## config.mk

```make
export PLATFORM = sky130hd
export DESIGN_NAME = scaled_calendar_day_advancer
export DESIGN_NICKNAME = d
export VERILOG_FILES = /design/src/rtl/scda_pkg.sv /design/src/rtl/scaled_calendar_day_advancer.sv /design/src/rtl/scda_date_step.sv /design/src/rtl/scda_cfg.sv
export SDC_FILE = /design/constraint.sdc
export NUM_CORES = 1
export LEC_CHECK = 0
export BUFFER_PORTS_ARGS = -buffer_cell sky130_fd_sc_hd__buf_2
export CELL_PAD_IN_SITES_DETAIL_PLACEMENT = 1
export CELL_PAD_IN_SITES_GLOBAL_PLACEMENT = 1
export CORE_UTILIZATION = 30
export DETAILED_ROUTE_END_ITERATION = 6
export PLACE_DENSITY_LB_ADDON = 0.1
export SLEW_MARGIN = 15
export SYNTH_ARGS = -nofsm -noshare
export SYNTH_HDL_FRONTEND = slang
export SYNTH_HIERARCHICAL = 1
export SYNTH_SLANG_ARGS = --single-unit
```

## constraint.sdc

```tcl
create_clock -name clk -period 5.9 [get_ports clk]
set_clock_uncertainty 0.15 [all_clocks]
set_input_delay 0.885 -clock clk [delete_from_list [all_inputs] [get_ports clk]]
set_output_delay 0.885 -clock clk [all_outputs]
set_load 0.03 [all_outputs]
```

## src/rtl/scda_pkg.sv

```systemverilog
// scda_pkg: shared types, codes and constants for the scaled calendar day advancer
// used by every rtl file but scda_chk; depends on nothing
package scda_pkg;

  localparam int unsigned FRACTION_BITS_DEF = 16;
  localparam int unsigned MAX_RESULTS       = 64;
  localparam int unsigned CNT_W             = 7;   // holds 0..MAX_RESULTS
  localparam int unsigned ELAPSED_W         = 19;
  localparam int unsigned SPEED_W           = 3;
  localparam int unsigned MAX_SHIFT_W       = 3;   // rate shift is at most 3

  localparam logic [13:0] YEAR_MIN      = 14'd1;
  localparam logic [13:0] YEAR_MAX      = 14'd9999;
  localparam logic [13:0] START_YEAR_RST  = 14'd1836;
  localparam logic [3:0]  START_MONTH_RST = 4'd1;
  localparam logic [4:0]  START_DAY_RST   = 5'd1;

  // year / 100 as (year * 5243) >> 19, exact for any 14-bit year
  localparam logic [12:0] DIV100_MUL   = 13'd5243;
  localparam int unsigned DIV100_SHIFT = 19;

  localparam logic [3:0] MONTH_JAN = 4'd1;
  localparam logic [3:0] MONTH_FEB = 4'd2;
  localparam logic [3:0] MONTH_DEC = 4'd12;

  localparam logic [1:0] MODE_TICK   = 2'd0;
  localparam logic [1:0] MODE_SPEED  = 2'd1;
  localparam logic [1:0] MODE_RESUME = 2'd2;

  localparam logic [2:0] SPEED_PAUSED  = 3'd0;
  localparam logic [2:0] SPEED_SLOW    = 3'd1;
  localparam logic [2:0] SPEED_FASTEST = 3'd4;

  localparam logic [1:0] REG_START_YEAR  = 2'd0;
  localparam logic [1:0] REG_START_MONTH = 2'd1;
  localparam logic [1:0] REG_START_DAY   = 2'd2;

  typedef struct packed {
    logic [13:0] year;
    logic [3:0]  month;
    logic [4:0]  day;
  } date_t;

  // what the date step unit hands back to the sequencer
  typedef struct packed {
    date_t       nxt;
    logic [6:0]  mod100_nxt;
    logic [1:0]  cent4_nxt;
    logic [4:0]  mlen;
    logic        mc;
    logic        yc;
    logic        at_end;
    logic        next_end;
  } step_t;

  // start-date registers as seen by the sequencer
  typedef struct packed {
    date_t start;
    logic  load;
  } cfg_t;

  typedef enum logic [2:0] {
    ST_LD_DIV,
    ST_LD_MOD,
    ST_LD_DAY,
    ST_IDLE,
    ST_RUN
  } state_t;

  function automatic logic [4:0] month_days(input logic [3:0] m, input logic leap);
    logic [4:0] d;
    case (m)
      4'd2:                   d = leap ? 5'd29 : 5'd28;
      4'd4, 4'd6, 4'd9, 4'd11: d = 5'd30;
      default:                d = 5'd31;
    endcase
    return d;
  endfunction

endpackage

```

## src/rtl/scaled_calendar_day_advancer.sv

```systemverilog
// scaled_calendar_day_advancer: top level, sequencer, day accumulator and output register
// depends on scda_pkg, scda_cfg, scda_date_step
//
//  channel  dir  handshake              payload
//  s_*      in   s_tvalid / s_tready    s_tuser = mode, s_tdata = elapsed_time, new_speed
//  m_*      out  m_tvalid / m_tready    m_tdata = year, month, day; m_tuser = month/year
//                                       change; m_tlast = last day of the tick
//  apb      in   psel & penable         start_year @0x0, start_month @0x4, start_day @0x8
//
// a tick emits one day per cycle through the shared date step unit while m_tready
// does not stall the output register; a tick emits at most 64 days
// speed change, resume and ticks with zero days finish in the accept cycle
// after reset and after each start-date write a load (divide by 100, remainder,
// day clamp, in that order) runs with s_tready low
// a stalled m_tready holds the date sequencer; the next word is taken while the
// final day still waits in the output register
module scaled_calendar_day_advancer import scda_pkg::*; #(
  parameter int unsigned FRACTION_BITS = FRACTION_BITS_DEF
) (
  input  logic        clk,
  input  logic        rst,
  // apb configuration
  input  logic        psel,
  input  logic        penable,
  input  logic        pwrite,
  input  logic [3:0]  paddr,
  input  logic [31:0] pwdata,
  output logic [31:0] prdata,
  output logic        pready,
  // input words
  input  logic        s_tvalid,
  output logic        s_tready,
  input  logic [23:0] s_tdata,   // elapsed_time[18:0], new_speed[21:19], zero pad
  input  logic [1:0]  s_tuser,   // mode[1:0]
  // day results
  output logic        m_tvalid,
  input  logic        m_tready,
  output logic [23:0] m_tdata,   // year[13:0], month[17:14], day[22:18], zero pad
  output logic [1:0]  m_tuser,   // month_changed[0], year_changed[1]
  output logic        m_tlast    // last_day
);

  // accumulator sum: fraction plus elapsed time shifted by up to three
  localparam int unsigned TOT_W  = FRACTION_BITS + ELAPSED_W + MAX_SHIFT_W + 1;
  localparam int unsigned DAYS_W = TOT_W - FRACTION_BITS;

  cfg_t   cfg;
  step_t  step;
  state_t state, state_next;

  // calendar state
  date_t       cur;
  logic [6:0]  mod100;   // year mod 100
  logic [1:0]  cent4;    // (year / 100) mod 4
  logic [6:0]  yq;       // year / 100 during the load
  logic [FRACTION_BITS-1:0] frac, frac_next;
  logic [CNT_W-1:0]         cnt, cnt_next;
  logic [SPEED_W-1:0]       speed_now, speed_before_pause;

  // input word fields
  logic [1:0]           in_mode;
  logic [ELAPSED_W-1:0] in_elapsed;
  logic [SPEED_W-1:0]   in_speed;

  logic                 in_take, emit, speed_ok;
  logic [1:0]           shift;
  logic [TOT_W-1:0]     total;
  logic [DAYS_W-1:0]    days;
  logic [26:0]          div_prod;
  logic [13:0]          y_cl;
  logic [3:0]           m_cl;

  assign in_mode    = s_tuser;
  assign in_elapsed = s_tdata[18:0];
  assign in_speed   = s_tdata[21:19];

  scda_cfg u_cfg (
    .clk     (clk),
    .rst     (rst),
    .psel    (psel),
    .penable (penable),
    .pwrite  (pwrite),
    .paddr   (paddr),
    .pwdata  (pwdata),
    .prdata  (prdata),
    .pready  (pready),
    .cfg     (cfg)
  );

  // the one date unit serves both the day clamp at load and every day step
  scda_date_step u_step (
    .cur    (cur),
    .mod100 (mod100),
    .cent4  (cent4),
    .step   (step)
  );

  // start date clamps
  always_comb begin
    if (cfg.start.year < YEAR_MIN)      y_cl = YEAR_MIN;
    else if (cfg.start.year > YEAR_MAX) y_cl = YEAR_MAX;
    else                                y_cl = cfg.start.year;
    if (cfg.start.month < MONTH_JAN)      m_cl = MONTH_JAN;
    else if (cfg.start.month > MONTH_DEC) m_cl = MONTH_DEC;
    else                                  m_cl = cfg.start.month;
    div_prod = 27'(y_cl) * 27'(DIV100_MUL);
  end

  // tick accumulation: fraction plus scaled elapsed time, whole days capped
  always_comb begin
    speed_ok  = (speed_now >= SPEED_SLOW) && (speed_now <= SPEED_FASTEST);
    shift     = 2'(speed_now - SPEED_SLOW);
    total     = TOT_W'(frac) + (TOT_W'(in_elapsed) << shift);
    days      = total[TOT_W-1:FRACTION_BITS];
    frac_next = total[FRACTION_BITS-1:0];
    if (days > DAYS_W'(MAX_RESULTS)) cnt_next = CNT_W'(MAX_RESULTS);
    else                             cnt_next = days[CNT_W-1:0];
  end

  // next state
  always_comb begin
    state_next = state;
    case (state)
      ST_LD_DIV: state_next = ST_LD_MOD;
      ST_LD_MOD: state_next = ST_LD_DAY;
      ST_LD_DAY: state_next = ST_IDLE;
      ST_IDLE: begin
        if (in_take && (in_mode == MODE_TICK) && speed_ok && (cnt_next != '0))
          state_next = ST_RUN;
      end
      ST_RUN: begin
        if ((cnt == '0) || step.at_end) state_next = ST_IDLE;
      end
      default: state_next = ST_LD_DIV;
    endcase
    if (cfg.load) state_next = ST_LD_DIV;
  end

  // sequencer outputs
  always_comb begin
    s_tready = (state == ST_IDLE) && !cfg.load;
    in_take  = s_tvalid && s_tready;
    emit     = (state == ST_RUN) && (cnt != '0) && !step.at_end &&
               (!m_tvalid || m_tready);
  end

  always_ff @(posedge clk) begin
    if (rst) begin
      state <= ST_LD_DIV;
    end else begin
      state <= state_next;
    end
  end

  // speed state
  always_ff @(posedge clk) begin
    if (rst) begin
      speed_now          <= SPEED_PAUSED;
      speed_before_pause <= SPEED_SLOW;
    end else if (in_take) begin
      case (in_mode)
        MODE_SPEED: begin
          if (in_speed != speed_now) begin
            if (speed_now != SPEED_PAUSED) speed_before_pause <= speed_now;
            speed_now <= in_speed;
          end
        end
        MODE_RESUME: begin
          // paused speed is never remembered, so this is a real change
          if (speed_now == SPEED_PAUSED) speed_now <= speed_before_pause;
        end
        default: ;
      endcase
    end
  end

  // fraction and day count
  always_ff @(posedge clk) begin
    if (rst) begin
      frac <= '0;
      cnt  <= '0;
    end else if (state == ST_LD_DIV) begin
      frac <= '0;
      cnt  <= '0;
    end else if (in_take && (in_mode == MODE_TICK) && speed_ok) begin
      frac <= frac_next;
      cnt  <= cnt_next;
    end else if (emit) begin
      cnt  <= cnt - CNT_W'(1);
    end
  end

  // calendar registers: load sequence, then one day per emitted word
  always_ff @(posedge clk) begin
    case (state)
      ST_LD_DIV: begin
        cur.year  <= y_cl;
        cur.month <= m_cl;
        cur.day   <= 5'd1;
        yq        <= div_prod[DIV100_SHIFT+6:DIV100_SHIFT];
      end
      ST_LD_MOD: begin
        mod100 <= 7'(cur.year - 14'(yq) * 14'd100);
        cent4  <= yq[1:0];
      end
      ST_LD_DAY: begin
        if (cfg.start.day < 5'd1)            cur.day <= 5'd1;
        else if (cfg.start.day > step.mlen)  cur.day <= step.mlen;
        else                                 cur.day <= cfg.start.day;
      end
      ST_RUN: begin
        if (emit) begin
          cur    <= step.nxt;
          mod100 <= step.mod100_nxt;
          cent4  <= step.cent4_nxt;
        end
      end
      default: ;
    endcase
  end

  // output register
  always_ff @(posedge clk) begin
    if (rst) begin
      m_tvalid <= 1'b0;
    end else if (emit) begin
      m_tvalid <= 1'b1;
    end else if (m_tready) begin
      m_tvalid <= 1'b0;
    end
  end

  always_ff @(posedge clk) begin
    if (emit) begin
      m_tdata <= {1'b0, step.nxt.day, step.nxt.month, step.nxt.year};
      m_tuser <= {step.yc, step.mc};
      // the final day of a tick, or the day that reaches the end of the calendar
      m_tlast <= (cnt == CNT_W'(1)) || step.next_end;
    end
  end

endmodule

```

## src/rtl/scda_date_step.sv

```systemverilog
// scda_date_step: shared date unit, month length and next-day computation
// depends on scda_pkg
module scda_date_step import scda_pkg::*; (
  input  date_t       cur,
  input  logic [6:0]  mod100,
  input  logic [1:0]  cent4,
  output step_t       step
);

  logic leap;

  always_comb begin
    leap = ((cur.year[1:0] == 2'd0) && (mod100 != 7'd0)) ||
           ((mod100 == 7'd0) && (cent4 == 2'd0));
    step.mlen       = month_days(cur.month, leap);
    step.at_end     = (cur.year == YEAR_MAX) && (cur.month == MONTH_DEC) &&
                      (cur.day == 5'd31);
    step.nxt        = cur;
    step.mod100_nxt = mod100;
    step.cent4_nxt  = cent4;
    step.mc         = 1'b0;
    step.yc         = 1'b0;
    if (cur.day < step.mlen) begin
      step.nxt.day = cur.day + 5'd1;
    end else begin
      step.nxt.day = 5'd1;
      step.mc      = 1'b1;
      if (cur.month < MONTH_DEC) begin
        step.nxt.month = cur.month + 4'd1;
      end else begin
        step.nxt.month = MONTH_JAN;
        step.nxt.year  = cur.year + 14'd1;
        step.yc        = 1'b1;
        if (mod100 == 7'd99) begin
          step.mod100_nxt = 7'd0;
          step.cent4_nxt  = cent4 + 2'd1;
        end else begin
          step.mod100_nxt = mod100 + 7'd1;
        end
      end
    end
    step.next_end = (step.nxt.year == YEAR_MAX) && (step.nxt.month == MONTH_DEC) &&
                    (step.nxt.day == 5'd31);
  end

endmodule

```

## src/rtl/scda_cfg.sv

```systemverilog
// scda_cfg: apb register file for the start date, flags a load on each start-date write
// depends on scda_pkg
module scda_cfg import scda_pkg::*; (
  input  logic        clk,
  input  logic        rst,
  input  logic        psel,
  input  logic        penable,
  input  logic        pwrite,
  input  logic [3:0]  paddr,
  input  logic [31:0] pwdata,
  output logic [31:0] prdata,
  output logic        pready,
  output cfg_t        cfg
);

  date_t start;
  logic  wr;
  logic  hit;

  assign pready = 1'b1;
  assign wr     = psel && penable && pwrite;

  always_comb begin
    case (paddr[3:2])
      REG_START_YEAR:  hit = 1'b1;
      REG_START_MONTH: hit = 1'b1;
      REG_START_DAY:   hit = 1'b1;
      default:         hit = 1'b0;
    endcase
  end

  always_ff @(posedge clk) begin
    if (rst) begin
      start.year  <= START_YEAR_RST;
      start.month <= START_MONTH_RST;
      start.day   <= START_DAY_RST;
    end else if (wr) begin
      case (paddr[3:2])
        REG_START_YEAR:  start.year  <= pwdata[13:0];
        REG_START_MONTH: start.month <= pwdata[3:0];
        REG_START_DAY:   start.day   <= pwdata[4:0];
        default:         ;
      endcase
    end
  end

  always_comb begin
    case (paddr[3:2])
      REG_START_YEAR:  prdata = {18'd0, start.year};
      REG_START_MONTH: prdata = {28'd0, start.month};
      REG_START_DAY:   prdata = {27'd0, start.day};
      default:         prdata = 32'd0;
    endcase
  end

  assign cfg.start = start;
  assign cfg.load  = wr && hit;

endmodule

```

* Yosys cells after proc, flatten, opt, wreduce, memory -nomap -nowiden
Cells that the tools add are included.
** Cells by class
- Shift operators :: 1
- Equality and inequality tests :: 30
- Order comparisons :: 11
- Reductions and logical operators :: 57
- Multiplexer cells :: 38
- Add/sub/neg operators :: 9
- $mul :: 2
** Operators with widths (number)
- $mux W14 :: 3
- $pmux W14 S3 :: 1
- $add A16 B39 Y39 :: 1
- $shl A19 B2 Y39 :: 1
- $pmux W18 S2 :: 1
- $mux W7 :: 5
- $eq A14 B14 Y1 const B :: 2
- $mul A14 B13 Y26 const B :: 1
- $gt A23 B7 Y1 const B :: 1
- $mux W23 :: 1
- $reduce_bool A7 Y1 :: 3
- $logic_and A1 B1 Y1 :: 18
- $mux W18 :: 1
- $mux W9 :: 2
- $eq A4 B4 Y1 const B :: 4
- $mux W5 :: 3
- $pmux W3 S5 :: 1
- $pmux W5 S3 :: 1
- $add A14 B1 Y14 const B :: 1
- $gt A14 B14 Y1 const B :: 1
- $logic_not A7 Y1 :: 2
- $lt A14 B1 Y1 const B :: 1
- $ne A2 B2 Y1 const B :: 7
- $pmux W7 S2 :: 1
- 47 further kinds :: 85
** Storage, ports and cells
- Register bits after elaboration :: 121
- Input port bits :: 69
- Output and inout bits :: 62
- Logic and storage cells :: 167

* Logic depth before layout (Yosys ltp)
Gate-level depths: netlist of run 1.
- Depth after elaboration :: 12
- Gate-level depth with buffers :: 25

* Hierarchy
Netlist of run 1, hierarchy kept.
** By module, submodules not included
- scaled_calendar_day_advancer :: cells an instance 897, area an instance 8886.0 um2, instances 1
- scda_cfg :: cells an instance 149, area an instance 1311.3 um2, instances 1
- scda_date_step :: cells an instance 158, area an instance 1173.6 um2, instances 1

* Least setup slack after synthesis of run 1
Ideal clock, no wire load.
- Path kind :: register to register
- Start :: reg u_cfg.start, in the netlist u_cfg/cfg[22]
- End :: reg yq[4], data pin
- Clock period less this slack :: 6108 ps
- Buffers on the path :: 0
- Slack :: -208 ps
- Data required time :: 5490 ps
- Data arrival time :: 5698 ps
- Library setup time :: 260 ps
- Cell stages (with the launch flop) :: 21
- Path through :: dfxtp_1 > or4_1 > nor3_1 > nor2_1 > nor2_1 > inv_1 > fa_1 > ha_1 > fa_1 > fa_1 > inv_1 > fa_1 > inv_1 > ha_1 > or4_1 > a21oi_1 > o211ai_1 > a31o_1 > a21o_1 > a21oi_1 > xnor2_1
** On the way
- Word-level cells in the longest chain between the ends :: 4
- Elaborated cells between the ends (all ways) :: 5
** RTL lines
- from (decl) :: RTL line scda_cfg.sv:16 : date_t start;
- $gt A14 B14 Y1 :: RTL line scaled_calendar_day_advancer.sv:101 : else if (cfg.start.year > YEAR_MAX) y_cl = YEAR_MAX;
- $mux W14 :: RTL line scaled_calendar_day_advancer.sv:101
- $mux W14 (*) :: RTL line scaled_calendar_day_advancer.sv:100 : if (cfg.start.year < YEAR_MIN) y_cl = YEAR_MIN;
- $mul A14 B13 Y26 (*) :: RTL line scaled_calendar_day_advancer.sv:106 : div_prod = 27'(y_cl) * 27'(DIV100_MUL);
- net div_prod[23] :: RTL line scaled_calendar_day_advancer.sv:69 : logic [26:0] div_prod;
- to (signal assigned) :: RTL line scaled_calendar_day_advancer.sv:200 : yq <= div_prod[DIV100_SHIFT+6:DIV100_SHIFT];
- to (decl) :: RTL line scaled_calendar_day_advancer.sv:55 : logic [6:0] yq;
Mark *: on every way through the listed nets, which the timed path passes. The rest lies on a longest branch.
A chain may end at the register's enable or synchronous reset.

* Worst setup path after layout of run 1
- Start :: reg u_cfg.start, in the netlist u_cfg/cfg[15]
- End :: reg yq[4], data pin
The elaborated chain is that of the path after synthesis.

==> impl_metrics.tcl, run 1 <==
set metrics [dict create \
    antenna_left 0 \
    viasPerCell 4.72 \
    relSlewSlack 0.266 \
    hold_start "frac[9]" \
    grt_pass1_vias 9343 \
    leakage_nw 6.00 \
    stdcell_count 1870 \
    ys_ff_latch 119 \
    nNetsFinal 1616 \
    ff_latch_area_um2 3020 \
    p_per_area_nw_per_um2 205 \
    wl_per_cell_um 17.3 \
    finalCritPeriodShare 1.00 \
    violations "setup timing" \
    finalCriticalPeriod_ns 5.92 \
    syn_area_per_cell_um2 9.44 \
    setup_viol 1 \
    place_inst 1822 \
    dp_slack_ns -0.288 \
    combPwrFrac 0.278 \
    synth_area_leaders "edfxtp_1, ha_1, fa_1, dfxtp_1, inv_1" \
    multi_input_comb_area_um2 7840 \
    dieWidth_um 197 \
    die_h_um 197 \
    die_area_um2 38700 \
    cts_sinks 119 \
    cts_buffer_depth 2 \
    power_frac_clock 0.373 \
    drv_slew 0 \
    fillers 4291 \
    wirelength_mm 32.3 \
    worstSetupStartpoint "u_cfg/cfg[15]" \
    path_clk_slew_ns 0.06 \
    syn_inst 1204 \
    synthTopCellsByCount "inv_1, ha_1, nand2_1" \
    power_switching_mw 0.871 \
    r2r-start "u_cfg/cfg[15]" \
    hp-class "flip-flop to flip-flop" \
    async_flop_share 0 \
    synth_flop_cell "edfxtp_1" \
    cp_max_fo 7 \
    ir_drop_mv 0.196 \
    sw_frac_of_total 0.310 \
    portBuffers 88 \
    rsz0062_at_grt "true" \
    critPathKind "flip-flop to flip-flop" \
    grt-ovfl-total 0 \
    synth_top_area_cell "edfxtp_1" \
    grt_max_degree 45 \
    cts_tree "built" \
    cts_made_buffers 17 \
    max_cap_violations 0 \
    status "complete, but fails checks" \
    seqPwrFrac 0.350 \
    clockRootBuffer "clkbuf_16" \
    synth_most_common_cell "inv_1" \
    syn_area_um2 11400 \
    synth-edff-count 63 \
    antenna_found_initial 0 \
    gp_congestion 0.821 \
    initial_utilization 0.308 \
    dr.first_iter.drc_count 421 \
    row_count 70 \
    worst_slack_ns -0.0163 \
    fmax_mhz 169 \
    worst_slew_pin_slew_ns 1.10 \
    yosysSeqAreaShare 0.265 \
    track_usage 0.175 \
    total_power_mw 2.81 \
    worstPathRequired_ns 5.92 \
    firstDrtPassIters 4 \
    hold_viol_final 0 \
    pin_count 131 \
    arrival_ns 5.93 \
    htreeDepth 4 \
    cp-end-kind "flip-flop" \
    yosysUniqueCellTypes 89 \
    startpoint_type "flip-flop" \
    core_area_um2 37000 \
    area_growth_pct 20.5 \
    grt_first_pass_wirelength_mm 52.3 \
    p_int_mw 1.94 \
    clk_latency_ns 0.43 \
    vias 8828 \
    antenna_cells 0 \
    drive_above_1_share 0.232 \
    synth_top_area_share 0.166 \
    drc_errors 0 \
    yosysWarnings 6 \
    dp_hpwl_mm 25.8 \
]
[cell usage in the layout (no fill, tap or decap), drive strengths merged, types with 11 or more instances in the layout]
master	count
xor2	28
conb	23
inv	142
mux4	12
edfxtp	63
nand2b	21
clkbuf	24
xnor2	33
nor3	27
buf	173
nor4	13
nand3	29
fa	62
nand2	111
a21o	12
and2	21
dfxtp	56
nand4	11
ha	132
a21oi	59
a211oi	12
nor2	88
mux2i	39
o21ai	40
[cells by family after synthesis]
logic type,synth area share
simple gates,0.173
fa+ha+maj,0.254
buf+inv,0.0804
other cells,0.00132
flops,0.265
mux,0.0670
compound gates,0.112
xor+xnor,0.0470
[final cells by class]
cell class / instances / share of cell area
clock buffer: 24 / 0.0353
clock inverter: 8 / 0.00703
inverter: 143 / 0.0395
multi-input combinational: 899 / 0.572
sequential: 119 / 0.220
tap: 504 / 0.0460
timing repair buffer: 173 / 0.0795
[what timing repair did]
action                                  CTS  global route
setup buffers                            13             7
gates resized for setup                  47            21
hold buffers                              0             0
pin swaps                                51            41
endpoints found under the setup margin    4             5
[worst max-delay path, cell delays in order, from the launching register on]
cell and delay [ns]:
dfxtp_2 0.33, or4_4 0.54, nor3_4 0.18, nor2_4 0.12, nor2_4 0.14, clkinv_4 0.12, fa_1 0.54, ha_4 0.21
fa_1 0.47, fa_1 0.56, inv_1 0.05, fa_1 0.50, inv_2 0.05, ha_4 0.14, or4_4 0.51, a21oi_2 0.14
o211ai_1 0.13, a31o_1 0.30, a21o_1 0.23, a21oi_2 0.16, xnor2_1 0.08
[flip-flops by register name (all words and copies together), names as in the netlist]
register / flops
cur: 23
m_tdata: 23
u_cfg/cfg: 23
frac: 16
cnt: 7
mod100: 7
yq: 5
speed_before_pause: 3
speed_now: 3
state: 3
cent4: 2
m_tuser: 2
m_tlast: 1
m_tvalid: 1
[stage by stage]
step / cell area, um2 / hold WS (ns) / util / TNS, ns
global placement: 12700 / 0.294 / 0.343 / -0.451
CTS: 13600 / 0.309 / 0.368 / -0.0157
global route: 13700 / 0.327 / 0.371 / -0.359
floorplan: 11500 / 0.286 / - / 0
finish: 13700 / 0.305 / 0.371 / -0.0163
detailed placement: 12700 / 0.301 / 0.343 / -0.502
[worst paths after layout]
kind	end	cells after the start	slack, ns
worst max-delay path	yq[4]	20	-0.02
worst min-delay path	frac[9]	2	0.30
worst min register to register	frac[9]	2	0.30
worst max register to register	yq[4]	20	-0.02
[power by group through the flow]
| stage | Clock (mW) | Sequential, mW | Combinational (mW) |
|---|---|---|---|
| 4_1_cts | 1.08 | 0.983 | 0.782 |
| 6_report | 1.05 | 0.982 | 0.781 |
| 3_3_place_gp | 0 | 0.999 | 0.710 |
| 2_1_floorplan | 0 | 0.983 | 0.521 |
| 5_1_grt | 1.11 | 0.991 | 0.894 |
| 3_5_place_dp | 0 | 1.00 | 0.719 |
[layer usage]
metal	vias to the layer above	track usage	routed length (um)
met1	4337	0.241	15800
met5	-	0	0
met3	18	0.0229	583
met4	0	0.0468	399
met2	66	0.289	15600
li1	4407	-	-
No activity file was read; power rests on OpenSTA's default activity.
==> run 2: changes to the inputs <==
Settings changed: RECOVER_POWER from default to 25.
==> run 2 against run 1 <==
The run ends with capacitance limit, slew limit, setup timing left; setup slack improved by 0.0043 ns; combinational power hardly changed; sequential share of layout area grew 0.087 points; worst hold slack about the same; maximum frequency about the same; sequential power about the same; via count decreased by 0.17%; critical path depth unchanged; sequential cell count stayed put; non-clock buffer count unchanged; clock power is essentially flat; global-route usage unchanged; critical path type unchanged.
==> impl_metrics.tcl, run 2 (synthesis gave the netlist of run 1 again) <==
set metrics [dict create \
    status "complete, but fails checks" \
    violations "capacitance limit, slew limit, setup timing" \
    clk_latency_ns 0.43 \
    pin_count 131 \
    setup_viol 1 \
    grt_max_degree 45 \
    dp_hpwl_mm 25.8 \
    initial_utilization 0.308 \
    worst_slew_pin_slew_ns 1.68 \
    viasPerCell 4.71 \
    nNetsFinal 1616 \
    cts_buffer_depth 2 \
    r2r-end "yq[4]" \
    postPlaceCellArea_um2 12700 \
    worstPathRequired_ns 5.92 \
    dp_slack_ns -0.288 \
    grt_first_pass_wirelength_mm 52.3 \
    hp-class "flip-flop to flip-flop" \
    grt_pass1_vias 9343 \
    dr.first_iter.drc_count 377 \
    cp-end-kind "flip-flop" \
    arrival_ns 5.93 \
    hold_start "frac[9]" \
    wl_per_cell_um 17.3 \
    place_inst 1822 \
    fmax_mhz 169 \
    drive_above_1_share 0.210 \
    rsz0062_at_grt "true" \
    drc_errors 0 \
    cts_sinks 119 \
    startpoint_type "flip-flop" \
    total_power_mw 2.81 \
    area_growth_pct 20.0 \
    dieWidth_um 197 \
    postCtsHoldBufs 0 \
    vias 8813 \
    drv_slew 9 \
    finalCriticalPeriod_ns 5.91 \
    worstHoldEndpoint "frac[9]" \
    firstDrtPassIters 4 \
    path_clk_slew_ns 0.06 \
    track_usage 0.175 \
    hold_viol_final 0 \
    clockRootBuffer "clkbuf_16" \
    final_cell_mix "inv_1, nand2_1, ha_1" \
    r2r_setup_slack_ns -0.01 \
    portBuffers 88 \
    r2r-start "u_cfg/cfg[15]" \
    final_cell_area_um2 13600 \
    die_h_um 197 \
    worst_slack_ns -0.0119 \
    ir_drop_mv 0.198 \
    antenna_cells 0 \
    max_cap_violations 1 \
    die_area_um2 38700 \
    core_area_um2 37000 \
    gp_congestion 0.821 \
    grt-ovfl-total 0 \
    wirelength_mm 32.3 \
    setup_tns_ns -0.0119 \
    finalCritPeriodShare 1.00 \
    relSlewSlack -0.130 \
    reg2reg_depth 20 \
    antenna_left 0 \
    antenna_found_initial 0 \
    stdcell_count 1870 \
    p_per_area_nw_per_um2 206 \
    leakage_nw 5.92 \
    cts_made_buffers 17 \
    critPathKind "flip-flop to flip-flop" \
    final_common_cell "inv_1" \
    cp_max_fo 7 \
    htreeDepth 4 \
    holdPathStages 2 \
    cts_tree "built" \
    row_count 70 \
]
[run 2: critical path, cell delays in order (launching register included)]
cell      delay [ns]
dfxtp_2         0.33
or4_4           0.54
nor3_4          0.18
nor2_4          0.12
nor2_4          0.14
clkinv_4        0.12
fa_1            0.54
ha_4            0.21
fa_1            0.47
fa_1            0.56
inv_1           0.05
fa_1            0.50
inv_2           0.05
ha_4            0.14
or4_4           0.51
a21oi_2         0.14
o211ai_1        0.13
a31o_1          0.30
a21o_1          0.23
a21oi_2         0.16
xnor2_1         0.08
[run 2: power breakdown]
part	switching [mW]	internal (mW)	leakage [nW]
Combinational	0.431	0.349	4.60
Sequential	0.0485	0.933	1.03
Clock	0.394	0.655	0.283
[run 2: timing repair]
action	in CTS	in global routing
pin swaps	51	41
buffers inserted	13	7
gates resized for setup	47	21
endpoints found under the setup margin	4	5
[run 2: worst max-delay path by stage]
stage	slack, ns	startpoint	endpoint
finish	-0.01	u_cfg/cfg[15]	yq[4]
global route	-0.22	u_cfg/cfg[15]	yq[4]
detailed placement	-0.29	u_cfg/cfg[21]	yq[4]
floorplan	0.02	u_cfg/cfg[22]	yq[4]
global placement	-0.25	u_cfg/cfg[21]	yq[4]
CTS	-0.02	u_cfg/cfg[21]	yq[4]
[run 2: final cells by class]
type	instances	area, um2
flip-flops and latches	119	3020
repair buffers	173	1050
multi-input cells	899	7820
inverters	143	542
clock buffers	24	483
clock inverters	8	96.3
fillers	4308	23300
well taps	504	631
[run 2: per-stage QoR]
step / utilization / hold slack (ns)
global route: 0.369 / 0.327
CTS: 0.368 / 0.309
finish: 0.369 / 0.305
detailed placement: 0.343 / 0.301
global placement: 0.343 / 0.294
floorplan: - / 0.286
[run 2: per-layer routing]
| layer | track usage | vias up | wire (um) | part of all wire |
|---|---|---|---|---|
| met3 | 0.0229 | 19 | 556 | 0.017 |
| met4 | 0.0468 | 0 | 421 | 0.013 |
| li1 | - | 4407 | - | - |
| met2 | 0.289 | 71 | 15500 | 0.48 |
| met1 | 0.241 | 4316 | 15900 | 0.49 |
| met5 | 0 | - | 0 | 0 |
